===== config.mk =====
export PLATFORM = sky130hd
export DESIGN_NAME = ieee_vax_single_float_converter
export DESIGN_NICKNAME = d
export VERILOG_FILES = /design/src/sv/ivfc_pkg.sv /design/src/sv/ivfc_decode.sv /design/src/sv/ivfc_normalize.sv /design/src/sv/ivfc_pack.sv /design/src/sv/ieee_vax_single_float_converter.sv
export SDC_FILE = /design/constraint.sdc
export NUM_CORES = 1
export LEC_CHECK = 0
export ABC_CLOCK_PERIOD_IN_PS = 5400
export BUFFER_PORTS_ARGS = -buffer_cell sky130_fd_sc_hd__buf_2
export CORE_MARGIN = 10
export CORE_UTILIZATION = 65
export DETAILED_ROUTE_END_ITERATION = 10
export PLACE_DENSITY = 0.83
export SLEW_MARGIN = 20
export SYNTH_ARGS = -nofsm -noshare
export SYNTH_HDL_FRONTEND = slang
export SYNTH_HIERARCHICAL = 1
export SYNTH_SLANG_ARGS = --single-unit

===== constraint.sdc =====
create_clock -name clk -period 5.4 [get_ports clk]
set_input_delay 0.54 -clock clk [delete_from_list [all_inputs] [get_ports clk]]
set_output_delay 0.54 -clock clk [all_outputs]
set_load 0.05 [all_outputs]

===== src/sv/ivfc_pkg.sv =====
package ivfc_pkg;

  typedef enum logic [1:0] {
    ST_OK       = 2'd0,
    ST_INF_NAN  = 2'd1,
    ST_OVERFLOW = 2'd2,
    ST_RESERVED = 2'd3
  } ivfc_status_t;

  typedef enum logic {
    OP_IEEE_TO_VAX = 1'b0,
    OP_VAX_TO_IEEE = 1'b1
  } ivfc_op_t;

  typedef enum logic {
    LAYOUT_STORED  = 1'b0,
    LAYOUT_LOGICAL = 1'b1
  } ivfc_layout_t;

  localparam int unsigned MANT_BITS = 23;
  localparam int unsigned EXP_BITS  = 8;
  localparam int unsigned LZ_BITS   = 5;
  localparam int unsigned EADJ_BITS = 10;

  localparam logic [EXP_BITS-1:0] EXP_ALL_ONES = 8'hFF;
  localparam logic [EXP_BITS-1:0] EXP_ADJ      = 8'd2;

  typedef struct packed {
    logic        op;
    logic [31:0] source_word;
  } ivfc_in_t;

  typedef struct packed {
    logic [31:0]  result_word;
    ivfc_status_t status;
  } ivfc_out_t;

  // decoded source word
  typedef struct packed {
    ivfc_op_t                 op;
    logic                     sign;
    logic [EXP_BITS-1:0]      exp;
    logic [MANT_BITS-1:0]     mant;
    logic                     mag_zero;
    logic                     special;
    logic [LZ_BITS-1:0]       lz;
  } ivfc_dec_t;

  // normalised ieee path and finished vax path
  typedef struct packed {
    ivfc_op_t                 op;
    logic                     sign;
    logic                     mag_zero;
    logic                     special;
    logic signed [EADJ_BITS-1:0] e_adj;
    logic [MANT_BITS-1:0]     mant;
    logic [31:0]              ieee_word;
    ivfc_status_t             ieee_status;
  } ivfc_norm_t;

  function automatic logic [31:0] swap_halves(input logic [31:0] w);
    swap_halves = {w[15:0], w[31:16]};
  endfunction

endpackage


===== src/sv/ivfc_decode.sv =====
module ivfc_decode import ivfc_pkg::*; (
  input  logic         clk,
  input  logic         rst_n,
  input  ivfc_layout_t layout,
  input  logic         up_valid,
  input  ivfc_in_t     up_data,
  output logic         up_ready,
  output logic         dn_valid,
  output ivfc_dec_t    dn_data,
  input  logic         dn_ready
);

  logic      valid_r;
  ivfc_dec_t data_r;
  ivfc_dec_t data_nxt;
  logic [31:0] word;
  logic [LZ_BITS-1:0] top_pos;

  assign up_ready = !valid_r || dn_ready;
  assign dn_valid = valid_r;
  assign dn_data  = data_r;

  // in stored layout, vax-side input is swapped back to the logical value
  always_comb begin
    if (ivfc_op_t'(up_data.op) == OP_VAX_TO_IEEE && layout == LAYOUT_STORED) begin
      word = swap_halves(up_data.source_word);
    end else begin
      word = up_data.source_word;
    end
  end

  // position of the leading one of the mantissa
  always_comb begin
    top_pos = '0;
    for (int i = 0; i < MANT_BITS; i++) begin
      if (word[i]) begin
        top_pos = LZ_BITS'(i);
      end
    end
  end

  always_comb begin
    data_nxt.op       = ivfc_op_t'(up_data.op);
    data_nxt.sign     = word[31];
    data_nxt.exp      = word[30:MANT_BITS];
    data_nxt.mant     = word[MANT_BITS-1:0];
    data_nxt.mag_zero = (word[30:0] == '0);
    data_nxt.special  = (word[30:MANT_BITS] == EXP_ALL_ONES);
    data_nxt.lz       = LZ_BITS'(MANT_BITS - 1) - top_pos;
  end

  always_ff @(posedge clk) begin
    if (!rst_n) begin
      valid_r <= 1'b0;
    end else if (up_ready) begin
      valid_r <= up_valid;
    end
  end

  always_ff @(posedge clk) begin
    if (up_ready && up_valid) begin
      data_r <= data_nxt;
    end
  end

endmodule


===== src/sv/ivfc_normalize.sv =====
module ivfc_normalize import ivfc_pkg::*; (
  input  logic       clk,
  input  logic       rst_n,
  input  logic       up_valid,
  input  ivfc_dec_t  up_data,
  output logic       up_ready,
  output logic       dn_valid,
  output ivfc_norm_t dn_data,
  input  logic       dn_ready
);

  logic       valid_r;
  ivfc_norm_t data_r;
  ivfc_norm_t data_nxt;
  logic [LZ_BITS-1:0]   shamt;
  logic [MANT_BITS-1:0] mant_sh;
  logic [MANT_BITS:0]   mant_hid;

  assign up_ready = !valid_r || dn_ready;
  assign dn_valid = valid_r;
  assign dn_data  = data_r;

  assign shamt    = up_data.lz + LZ_BITS'(1);
  assign mant_sh  = up_data.mant << shamt;
  assign mant_hid = {1'b1, up_data.mant};

  always_comb begin
    data_nxt.op       = up_data.op;
    data_nxt.sign     = up_data.sign;
    data_nxt.mag_zero = up_data.mag_zero;
    data_nxt.special  = up_data.special;

    // ieee to vax: normalise denormals, bias the exponent
    if (up_data.exp == '0) begin
      data_nxt.mant  = mant_sh;
      data_nxt.e_adj = $signed(EADJ_BITS'(EXP_ADJ))
                       - $signed(EADJ_BITS'(up_data.lz));
    end else begin
      data_nxt.mant  = up_data.mant;
      data_nxt.e_adj = $signed(EADJ_BITS'(up_data.exp))
                       + $signed(EADJ_BITS'(EXP_ADJ));
    end

    // vax to ieee
    data_nxt.ieee_status = ST_OK;
    if (up_data.exp == '0) begin
      data_nxt.ieee_word = '0;
      if (up_data.sign) begin
        data_nxt.ieee_status = ST_RESERVED;
      end
    end else if (up_data.exp > EXP_ADJ) begin
      data_nxt.ieee_word = {up_data.sign, up_data.exp - EXP_ADJ, up_data.mant};
    end else if (up_data.exp == EXP_ADJ) begin
      data_nxt.ieee_word = {up_data.sign, 8'd0, mant_hid[MANT_BITS:1]};
    end else begin
      data_nxt.ieee_word = {up_data.sign, 9'd0, mant_hid[MANT_BITS:2]};
    end
  end

  always_ff @(posedge clk) begin
    if (!rst_n) begin
      valid_r <= 1'b0;
    end else if (up_ready) begin
      valid_r <= up_valid;
    end
  end

  always_ff @(posedge clk) begin
    if (up_ready && up_valid) begin
      data_r <= data_nxt;
    end
  end

endmodule


===== src/sv/ivfc_pack.sv =====
module ivfc_pack import ivfc_pkg::*; (
  input  logic         clk,
  input  logic         rst_n,
  input  ivfc_layout_t layout,
  input  logic         up_valid,
  input  ivfc_norm_t   up_data,
  output logic         up_ready,
  output logic         dn_valid,
  output ivfc_out_t    dn_data,
  input  logic         dn_stall
);

  logic        valid_r;
  ivfc_out_t   data_r;
  ivfc_out_t   data_nxt;
  logic [31:0] vax_word;
  ivfc_status_t vax_status;

  assign up_ready = !valid_r || !dn_stall;
  assign dn_valid = valid_r;
  assign dn_data  = data_r;

  always_comb begin
    vax_status = ST_OK;
    priority if (up_data.mag_zero) begin
      vax_word = '0;
    end else if (up_data.special) begin
      vax_word   = {up_data.sign, EXP_ALL_ONES, {MANT_BITS{1'b0}}};
      vax_status = ST_INF_NAN;
    end else if (up_data.e_adj <= $signed(EADJ_BITS'(0))) begin
      vax_word = '0;
    end else if (up_data.e_adj > $signed(EADJ_BITS'(255))) begin
      vax_word   = {up_data.sign, 31'h7FFF_FFFF};
      vax_status = ST_OVERFLOW;
    end else begin
      vax_word = {up_data.sign, up_data.e_adj[EXP_BITS-1:0], up_data.mant};
    end
  end

  always_comb begin
    if (up_data.op == OP_IEEE_TO_VAX) begin
      data_nxt.status = vax_status;
      if (layout == LAYOUT_STORED) begin
        data_nxt.result_word = swap_halves(vax_word);
      end else begin
        data_nxt.result_word = vax_word;
      end
    end else begin
      data_nxt.status      = up_data.ieee_status;
      data_nxt.result_word = up_data.ieee_word;
    end
  end

  always_ff @(posedge clk) begin
    if (!rst_n) begin
      valid_r <= 1'b0;
    end else if (up_ready) begin
      valid_r <= up_valid;
    end
  end

  always_ff @(posedge clk) begin
    if (up_ready && up_valid) begin
      data_r <= data_nxt;
    end
  end

endmodule


===== src/sv/ieee_vax_single_float_converter.sv =====
// ieee single / vax f_floating converter, three register stages
// throughput: one item per cycle while out_stall is low, no stall lost or repeated
// reset (rst_n, synchronous, active low) empties the pipeline and
// sets the layout register to stored order (halves swapped)
module ieee_vax_single_float_converter import ivfc_pkg::*; (
  input  logic      clk,
  input  logic      rst_n,
  input  logic      in_valid,
  output logic      in_stall,
  input  ivfc_in_t  in_data,
  output logic      out_valid,
  input  logic      out_stall,
  output ivfc_out_t out_data,
  input  logic      cfg_valid,
  output logic      cfg_ready,
  input  logic      cfg_data
);

  ivfc_layout_t layout_r;
  logic         dec_valid;
  logic         dec_ready;
  ivfc_dec_t    dec_data;
  logic         norm_valid;
  logic         norm_ready;
  ivfc_norm_t   norm_data;
  logic         in_ready;

  assign cfg_ready = 1'b1;
  assign in_stall  = !in_ready;

  always_ff @(posedge clk) begin
    if (!rst_n) begin
      layout_r <= LAYOUT_STORED;
    end else if (cfg_valid && cfg_ready) begin
      layout_r <= ivfc_layout_t'(cfg_data);
    end
  end

  ivfc_decode u_decode (
    .clk      (clk),
    .rst_n    (rst_n),
    .layout   (layout_r),
    .up_valid (in_valid),
    .up_data  (in_data),
    .up_ready (in_ready),
    .dn_valid (dec_valid),
    .dn_data  (dec_data),
    .dn_ready (dec_ready)
  );

  ivfc_normalize u_normalize (
    .clk      (clk),
    .rst_n    (rst_n),
    .up_valid (dec_valid),
    .up_data  (dec_data),
    .up_ready (dec_ready),
    .dn_valid (norm_valid),
    .dn_data  (norm_data),
    .dn_ready (norm_ready)
  );

  ivfc_pack u_pack (
    .clk      (clk),
    .rst_n    (rst_n),
    .layout   (layout_r),
    .up_valid (norm_valid),
    .up_data  (norm_data),
    .up_ready (norm_ready),
    .dn_valid (out_valid),
    .dn_data  (out_data),
    .dn_stall (out_stall)
  );

endmodule


== Yosys cells after proc, flatten, opt, wreduce, memory -nomap -nowiden ==
Index checks and enable logic that the tools add are counted.

* $add $sub $neg: 5
* Multipliers: 0
* Divide/modulo/power cells: 0
* Order comparisons: 3
* Equality and inequality tests: 2
* Shifts and indexed selects: 1
* Muxes and demuxes: 37
* Bitwise gates (word level): 1
* Reductions and logical operators: 14

{| class="wikitable"
|+ Operators by type and width
! cell !! count
|-
| $mux 32 || 5
|-
| $mux 31 || 2
|-
| $mux 5 || 7
|-
| $mux 34 || 1
|-
| $mux 33 || 1
|-
| $mux 4 || 8
|-
| $logic_not 31->1 || 1
|-
| $mux 23 || 1
|-
| $shl 23x5->23 || 1
|-
| $mux 2 || 7
|-
| $mux 3 || 4
|-
| $gt 10x9->1 const B || 1
|-
| $le 10x1->1 const B || 1
|-
| $add 8x2->9 const B || 1
|-
| $eq 8x2->1 const B || 1
|-
| $eq 8x8->1 const B || 1
|-
| $gt 8x2->1 const B || 1
|-
| $logic_not 8->1 || 1
|-
| $sub 8x2->8 const B || 1
|-
| $sub 2x5->6 const A || 1
|-
| $add 5x1->5 const B || 1
|-
| $logic_not 1->1 || 5
|-
| $sub 5x5->5 const A || 1
|-
| $logic_and 1x1->1 || 4
|-
| other kinds (3) || 5
|}

* Register bits after elaboration: 149
* Bits in latches: 0
* Memory bits (writable): 0
* Bits in read-only memories: 0
* Input port bits: 39
* Word-level logic and storage cells: 84
* Memories: 0

== Logic depth before layout (Yosys ltp) ==
Gate-level depths: netlist of run 1.

* Depth after elaboration: 26
* Depth in mapped cells: 12
* Mapped depth without buffers: 10

== Cells and area by module ==
Netlist of run 1, hierarchy kept.

{| class="wikitable"
|+ Modules (own cells, without submodules)
! module !! instances !! cells an instance !! area each (µm²) !! sequential area each (µm²)
|-
| ivfc_normalize || 1 || 388 || 4310.4 || 2122.0
|-
| ivfc_decode || 1 || 204 || 2283.4 || 1221.2
|-
| ivfc_pack || 1 || 178 || 1979.4 || 1041.0
|-
| ieee_vax_single_float_converter || 1 || 6 || 51.3 || 20.0
|}

== Worst setup path before layout of run 1 ==
No wires, ideal clock.

* Kind: input-to-reg
* From: in out_stall
* To: reg u_normalize.data_r (netlist bit u_normalize/dn_data[0]) (enable)
* Library setup time: 0.435 ns
* Arrival time: 2.370 ns
* Data required time: 4.965 ns
* Setup slack: 2.594 ns
* Stages: 3
* Buffers on the path: 0
* Cells stage by stage: nand2_1 nand2b_1 and2_1

* Longest elaborated chain between the ends: 4

{| class="wikitable"
|+ Ends and longest elaborated chain
! element !! line !! RTL
|-
| start, declared || ieee_vax_single_float_converter.sv:12 || <nowiki>input logic out_stall,</nowiki>
|-
| $logic_not 1->1 || ivfc_pack.sv:19 || <nowiki>assign up_ready = !valid_r || !dn_stall;</nowiki>
|-
| $logic_or 1x1->1 || ivfc_pack.sv:19 ||
|-
| $logic_or 1x1->1 || ivfc_normalize.sv:19 || <nowiki>assign up_ready = !valid_r || dn_ready;</nowiki>
|-
| named net dec_ready || ieee_vax_single_float_converter.sv:21 || <nowiki>logic dec_ready;</nowiki>
|-
| $logic_and 1x1->1 || ivfc_normalize.sv:69 || <nowiki>if (up_ready && up_valid) begin</nowiki>
|-
| end signal, assigned || ivfc_normalize.sv:70 || <nowiki>data_r <= data_nxt;</nowiki>
|-
| end, declared || ivfc_normalize.sv:13 || <nowiki>ivfc_norm_t data_r;</nowiki>
|}

The timed path passes the listed nets, and every way through them passes these cells.
A chain may end at the register's enable or synchronous reset.

==> results of run 1 <==
[metal layers]
metal | track usage [%] | part of all wire (%) | vias to the layer above
li1 | - | - | 3040
met1 | 31.00 | 39 | 3187
met2 | 40.69 | 49 | 424
met3 | 6.306 | 10 | 57
met4 | 8.911 | 2.5 | 2
met5 | 0 | 0.058 | -
[final cells by class]
cell class	count	area (um2)
clock buffer	18	439.2
multi-input combinational	550	3860
fill	912	3526
inverter	29	108.9
tap	176	220.2
clock inverter	14	111.4
sequential	148	4404
timing repair buffer	86	467.9
[power groups by stage]
stage          Sequential (mW)  Combinational, mW  Clock, mW
4_1_cts                   1.42              0.604       1.10
6_report                  1.42              0.621       1.10
2_1_floorplan             1.43              0.452          0
5_1_grt                   1.43              0.670       1.16
3_3_place_gp              1.44              0.593          0
3_5_place_dp              1.45              0.600          0
[cells in the mapped netlist (5+ instances only)]
master | number | area share [%]
nor2_1 | 58 | 2.5
a22o_1 | 18 | 1.8
xnor2_1 | 9 | 0.91
buf_2 | 14 | 0.81
nand3_1 | 19 | 1.1
mux4_2 | 11 | 2.9
nor3_1 | 10 | 0.58
buf_4 | 7 | 0.61
or3_1 | 6 | 0.44
inv_1 | 28 | 1.2
clkbuf_1 | 21 | 0.91
mux2_2 | 9 | 1.2
a32o_1 | 6 | 0.70
mux2i_1 | 73 | 8.5
nand2_1 | 112 | 4.9
xor2_1 | 9 | 0.91
o221ai_1 | 14 | 1.4
nor2b_1 | 6 | 0.44
edfxtp_1 | 144 | 50
o21ai_0 | 32 | 1.9
a221o_1 | 8 | 0.93
and2_1 | 6 | 0.44
o22ai_1 | 14 | 1.0
a21oi_1 | 31 | 1.8
buf_6 | 5 | 0.65
nand2b_1 | 11 | 0.80
[stage by stage]
stage	utilization (%)	std cells	setup WS [ns]
floorplan	-	776	2.594
global placement	68.77	988	2.050
detailed placement	68.77	988	1.953
CTS	72.96	1020	1.958
global route	73.16	1021	1.791
finish	73.16	1021	2.001
[registers in the layout, indices dropped and copies added (netlist names)]
signal,flops
layout_r,1
u_normalize/dn_data,70
u_normalize/dn_valid,1
u_decode/dn_data,40
u_pack/dn_valid,1
u_pack/dn_data,34
u_decode/dn_valid,1
[placed cells by master (no fill, tap or decap), drive strengths merged, types with 9 or more instances in the layout]
master,instances
edfxtp,144
nand2,112
buf,86
mux2i,75
nor2,58
o21ai,33
a21oi,33
inv,29
nand3,20
a22o,18
clkbuf,18
o22ai,15
o221ai,14
mux2,13
nor3,12
nand2b,11
mux4,11
xor2,9
xnor2,9
clkinv,9
[cell families (layout without fill, tap and decap cells)]
kind of cell,count (synthesis),after routing,share of synthesized area [%]
adders and majority gates,4,4,0.5803
xor gates and xnor gates,18,18,1.828
DFF,148,148,51.07
AOI/OAI and AO/OA,160,160,13.32
buffers and inverters,78,147,4.526
muxes,99,99,13.55
and+or+nand+nor,268,268,15.09
other,1,1,0.04348
[worst max-delay path: cells and delay by family, from the launching register on]
family / cells / cell delay, ns
AOI/OAI and AO/OA: 3 / 0.68
adders and majority gates: 1 / 0.23
buffers and inverters: 2 / 0.76
DFF: 1 / 0.32
muxes: 2 / 0.46
and+or+nand+nor: 2 / 0.69
[how the worst max path moves through the flow]
stage | from | end | slack, ns | depth (start not counted)
after floorplan | out_stall | u_normalize/dn_data[0]$_SDFFCE_PN0P_ | 2.59 | 3
after global placement | u_decode/dn_data[0]$_DFFE_PP_ | u_normalize/dn_data[53]$_DFFE_PP_ | 2.05 | 5
after detailed placement | u_decode/dn_data[0]$_DFFE_PP_ | u_normalize/dn_data[53]$_DFFE_PP_ | 1.95 | 5
after CTS | u_decode/dn_data[0]$_DFFE_PP_ | u_normalize/dn_data[53]$_DFFE_PP_ | 1.96 | 5
after global routing | layout_r$_SDFFE_PN0P_ | u_decode/dn_data[4]$_DFFE_PP_ | 1.79 | 10
final | layout_r$_SDFFE_PN0P_ | u_decode/dn_data[4]$_DFFE_PP_ | 2.00 | 10
==> results.sh, run 1 <==
export IMPL_status="completed"
export IMPL_die_x_um=135.2
export IMPL_finalSetupTns_ns=0
export IMPL_ant_nets=0
export IMPL_cts_hold_buf=0
export IMPL_endpoint_kind="flip-flop"
export IMPL_firstDrtPassIters=6
export IMPL_cts_root_buf="clkbuf_16"
export IMPL_io_pins=76
export IMPL_yosysWarnings=6
export IMPL_synthFlopType="edfxtp_1"
export IMPL_antenna_found_initial=1
export IMPL_clk_latency_ns=0.43
export IMPL_wl_per_cell_um=22.14
export IMPL_required_ns=5.57
export IMPL_design_area_um2=9612
export IMPL_reg2reg_from="layout_r$_SDFFE_PN0P_"
export IMPL_place_congestion=0.9784
export IMPL_path_class="flip-flop to flip-flop"
export IMPL_whs_path_depth=1
export IMPL_timing_rr_end="u_decode/dn_data[4]$_DFFE_PP_"
export IMPL_nets=875
export IMPL_die_h_um=135.2
export IMPL_ff2ff_path_depth=10
export IMPL_antenna_cells=0
export IMPL_layout_area_overhead_vs_synth_pct=11.45
export IMPL_synth_nets=819
export IMPL_p_leak_nw=3.687
export IMPL_drt_iter0_markers=729
export IMPL_ir_worst_vdd_mv=0.2184
export IMPL_arrival_ns=3.57
export IMPL_routed_wl_mm=22.60
export IMPL_final_max_slew_viol_count=0
export IMPL_critical_path_peak_fanout=29
export IMPL_hold_start="in_data[32]"
export IMPL_holdCritPathClass="input pin to flip-flop"
export IMPL_numCtsBuffers=17
export IMPL_seq_power_share_pct=45.3
export IMPL_cts_resized=0
export IMPL_drive_gt1_share_pct=19.64
export IMPL_switching_share_pct=28.81
export IMPL_holdWs_ns=0.3304
export IMPL_pwr_share_comb_pct=19.8
export IMPL_die_area_um2=18280
export IMPL_grt_max_degree=71
export IMPL_dpl_cell_area_um2=9035
export IMPL_portBuffers=74
export IMPL_cts_max_level=4
export IMPL_synthArstFlopShare_pct=0
export IMPL_detailed_place_hpwl_mm=16.48
export IMPL_synth_seq_cells=148
export IMPL_finalCriticalPeriod_ns=3.399
export IMPL_maxCapViolations=0
export IMPL_rsz0062_at_grt="false"
export IMPL_drc=0
export IMPL_clock_path_buffers=2
export IMPL_worst_pin_slew_ns=1.105
export IMPL_startpoint_type="flip-flop"
export IMPL_reg2reg_slack_ns=2.00
export IMPL_intPower_mw=2.235
export IMPL_cts_tree="yes"
export IMPL_worstPathCellList="buf_4 > nand2b_1 > buf_4 > mux2_4 > a311oi_1 > o311ai_1 > a21oi_2 > ha_1 > nand2_1 > mux2i_1"
export IMPL_ys_types=77
export IMPL_vias=6710
export IMPL_overflow=0
export IMPL_clkTransAtPathRegs_ns=0.06
export IMPL_grt_pass1_vias=6435
export IMPL_rows=42
export IMPL_synth_cells=776
export IMPL_slew_headroom_pct=26.06
export IMPL_post_cts_buffers=0
export IMPL_core_area_um2=13140
export IMPL_grt_first_pass_wirelength_mm=35.38
export IMPL_finalSetupViolCount=0
export IMPL_synth_yosys_seq_area_share_pct=51.07
export IMPL_cts_sinks=148
export IMPL_finClkSkew_ns=0.007594
export IMPL_cpPeakStageDelay_ns=0.62
export IMPL_clockPowerShare_pct=34.9
export IMPL_p_switching_mw=0.9043
export IMPL_syn_avg_cell_area_um2=11.11
export IMPL_power_density_nw_per_um2=326.6
export IMPL_crit_path_frequent_cell="buf_4"
export IMPL_start_util_pct=65.65
export IMPL_via_per_inst=6.572
export IMPL_slowest_stage="nand2b_1"
export IMPL_synth_edf_count=144
export IMPL_hold_viol_final=0
export IMPL_syn_cell_area_um2=8625
export IMPL_min_to="u_decode/dn_data[39]$_DFFE_PP_"
export IMPL_finalCritPeriodShare_pct=62.95
export IMPL_track_usage_pct=24.75
export IMPL_max_freq_ghz=0.2942
export IMPL_fin_total_pwr_mw=3.139
Note: power is estimated with default switching activity, not from simulation.
==> run 2: changes to the inputs <==
--- a/config.mk
+++ b/config.mk
@@ -5,12 +5,12 @@
 export SDC_FILE = /design/constraint.sdc
 export NUM_CORES = 1
 export LEC_CHECK = 0
-export ABC_CLOCK_PERIOD_IN_PS = 5400
+export ABC_CLOCK_PERIOD_IN_PS = 3270
 export BUFFER_PORTS_ARGS = -buffer_cell sky130_fd_sc_hd__buf_2
 export CORE_MARGIN = 10
-export CORE_UTILIZATION = 65
+export CORE_UTILIZATION = 60
 export DETAILED_ROUTE_END_ITERATION = 10
-export PLACE_DENSITY = 0.83
+export PLACE_DENSITY = 0.77
 export SLEW_MARGIN = 20
 export SYNTH_ARGS = -nofsm -noshare
 export SYNTH_HDL_FRONTEND = slang
==> constraint.sdc (replaced) <==
create_clock -name clk -period 3.27 [get_ports clk]
set_input_delay 0.327 -clock clk [delete_from_list [all_inputs] [get_ports clk]]
set_output_delay 0.327 -clock clk [all_outputs]
set_load 0.05 [all_outputs]
==> results.sh, run 2 (synthesized netlist as in run 1, its figures left out) <==
export IMPL_grt_max_degree=71
export IMPL_status="completed"
export IMPL_ant_nets=0
export IMPL_post_cts_buffers=0
export IMPL_final_common_cell="edfxtp_1"
export IMPL_ir_worst_vdd_mv=0.3604
export IMPL_finalCriticalPeriod_ns=2.751
export IMPL_cts_tree="yes"
export IMPL_track_usage_pct=23.90
export IMPL_p_leak_nw=3.763
export IMPL_die_area_um2=19570
export IMPL_clkTransAtPathRegs_ns=0.06
export IMPL_io_pins=76
export IMPL_cts_max_level=4
export IMPL_cts_hold_buf=0
export IMPL_grt_met2_usage_pct=37.39
export IMPL_die_h_um=139.9
export IMPL_portBuffers=74
export IMPL_top_usage_layer="met2"
export IMPL_layout_area_overhead_vs_synth_pct=12.97
export IMPL_place_congestion=1.047
export IMPL_final_cell_mix="144 x edfxtp_1, 112 x nand2_1, 74 x buf_2"
export IMPL_die_x_um=139.9
export IMPL_wl_per_cell_um=23.12
export IMPL_slew_headroom_pct=38.80
export IMPL_ff2ff_path_depth=9
export IMPL_min_to="u_decode/dn_data[39]$_DFFE_PP_"
export IMPL_finalSetupViolCount=0
export IMPL_clk_latency_ns=0.42
export IMPL_worst_pin_slew_ns=0.9084
export IMPL_p_switching_mw=1.502
export IMPL_clockPowerShare_pct=37.3
export IMPL_intPower_mw=3.909
export IMPL_nFillCells=1019
export IMPL_rows=43
export IMPL_finClkSkew_ns=0.01002
export IMPL_whs_path_depth=1
export IMPL_endpoint_kind="flip-flop"
export IMPL_pwr_share_comb_pct=19.7
export IMPL_startpoint_type="flip-flop"
export IMPL_antenna_cells=0
export IMPL_timing_rr_end="u_decode/dn_data[4]$_DFFE_PP_"
export IMPL_vias=6829
export IMPL_path_class="flip-flop to flip-flop"
export IMPL_cts_sinks=148
export IMPL_final_util_pct=69.65
export IMPL_firstDrtPassIters=6
export IMPL_via_per_inst=6.617
export IMPL_maxCapViolations=0
export IMPL_cts_root_buf="clkbuf_16"
export IMPL_met3_usage_pct=5.139
export IMPL_drt_iter0_markers=841
export IMPL_max_freq_ghz=0.3635
export IMPL_seq_power_share_pct=42.9
export IMPL_largest_register_ffs=70
export IMPL_numCtsBuffers=17
export IMPL_start_util_pct=61.65
export IMPL_met1_usage_pct=30.28
export IMPL_final_max_slew_viol_count=0
export IMPL_required_ns=3.53
export IMPL_critical_path_peak_fanout=27
export IMPL_nets=882
export IMPL_antenna_found_initial=0
export IMPL_reg2reg_slack_ns=0.52
export IMPL_drc=0
export IMPL_core_area_um2=13990
export IMPL_hold_viol_final=0
export IMPL_reg2reg_from="layout_r$_SDFFE_PN0P_"
export IMPL_finalCritPeriodShare_pct=84.13
export IMPL_holdCritPathClass="input pin to flip-flop"
export IMPL_hold_start="in_data[32]"
export IMPL_grt_pass1_vias=6756
export IMPL_drive_gt1_share_pct=20.31
export IMPL_clock_path_buffers=2
export IMPL_grt_first_pass_wirelength_mm=37.50
export IMPL_switching_share_pct=27.76
export IMPL_power_density_nw_per_um2=555.4
export IMPL_arrival_ns=3.01
export IMPL_rsz0062_at_grt="false"
export IMPL_overflow=0
export IMPL_routed_wl_mm=23.86
export IMPL_detailed_place_hpwl_mm=17.25
export IMPL_cts_resized=0
export IMPL_finalSetupTns_ns=0
[run 2: changes by cell type in the layout (fill, tap and decap cells not counted), moves of 2 or more]
cell / before / now
buf_12: 0 / 2
buf_4: 11 / 17
clkbuf_8: 1 / 3
bufinv_16: 1 / 3
clkinvlp_4: 4 / 1
clkinv_2: 6 / 3
[run 2: worst max-delay path by stage]
stage	start	to
finish	layout_r$_SDFFE_PN0P_	u_decode/dn_data[4]$_DFFE_PP_
global placement	in_data[32]	u_decode/dn_data[4]$_DFFE_PP_
detailed placement	in_data[32]	u_decode/dn_data[4]$_DFFE_PP_
global route	layout_r$_SDFFE_PN0P_	u_decode/dn_data[4]$_DFFE_PP_
floorplan	u_pack/dn_valid$_SDFFE_PN0N_	u_normalize/dn_data[0]$_SDFFCE_PN0P_
CTS	layout_r$_SDFFE_PN0P_	u_decode/dn_data[4]$_DFFE_PP_
[run 2: layout make-up]
class,instances,area (um2),area share [%]
tap,180,225.2,2.312
inverter,29,108.9,1.117
timing repair buffer,93,538.0,5.522
multi-input combinational,550,3849,39.50
clock buffer,21,470.5,4.829
sequential,148,4404,45.20
clock inverter,11,147.6,1.515
[run 2: metrics by stage]
step	hold WS, ns	total power, mW	cells	setup WS (ns)	instance area [um2]
detailed placement	0.4045	3.396	1000	0.5119	9125
finish	0.1427	5.411	1032	0.5190	9743
global route	0.1426	5.595	1032	0.3230	9743
CTS	0.1256	5.405	1032	0.5258	9743
global placement	0.4124	3.371	1000	0.6624	9125
floorplan	0.4003	3.108	776	0.4677	8625
[run 2: power groups by stage]
stage          Clock [mW]  Combinational [mW]  Sequential, mW
2_1_floorplan           0               0.746            2.36
3_3_place_gp            0                1.02            2.35
3_5_place_dp            0                1.04            2.36
4_1_cts              2.04                1.05            2.32
5_1_grt              2.12                1.14            2.33
6_report             2.02                1.07            2.32
[run 2: critical path: stages, from the launching register on]
cell and delay, ns:
dfxtp_1 0.35, buf_4 0.38, and4bb_2 0.29, a31o_2 0.21, o21ai_0 0.34, nor4bb_2 0.34, a21oi_2 0.13, ha_1 0.25
nand2_1 0.08, mux2i_1 0.20
[run 2: layer usage]
metal / wire [um] / vias to the layer above
met5: 0 / -
met4: 1019 / 0
met3: 2055 / 71
met2: 11230 / 487
met1: 9556 / 3222
li1: - / 3049
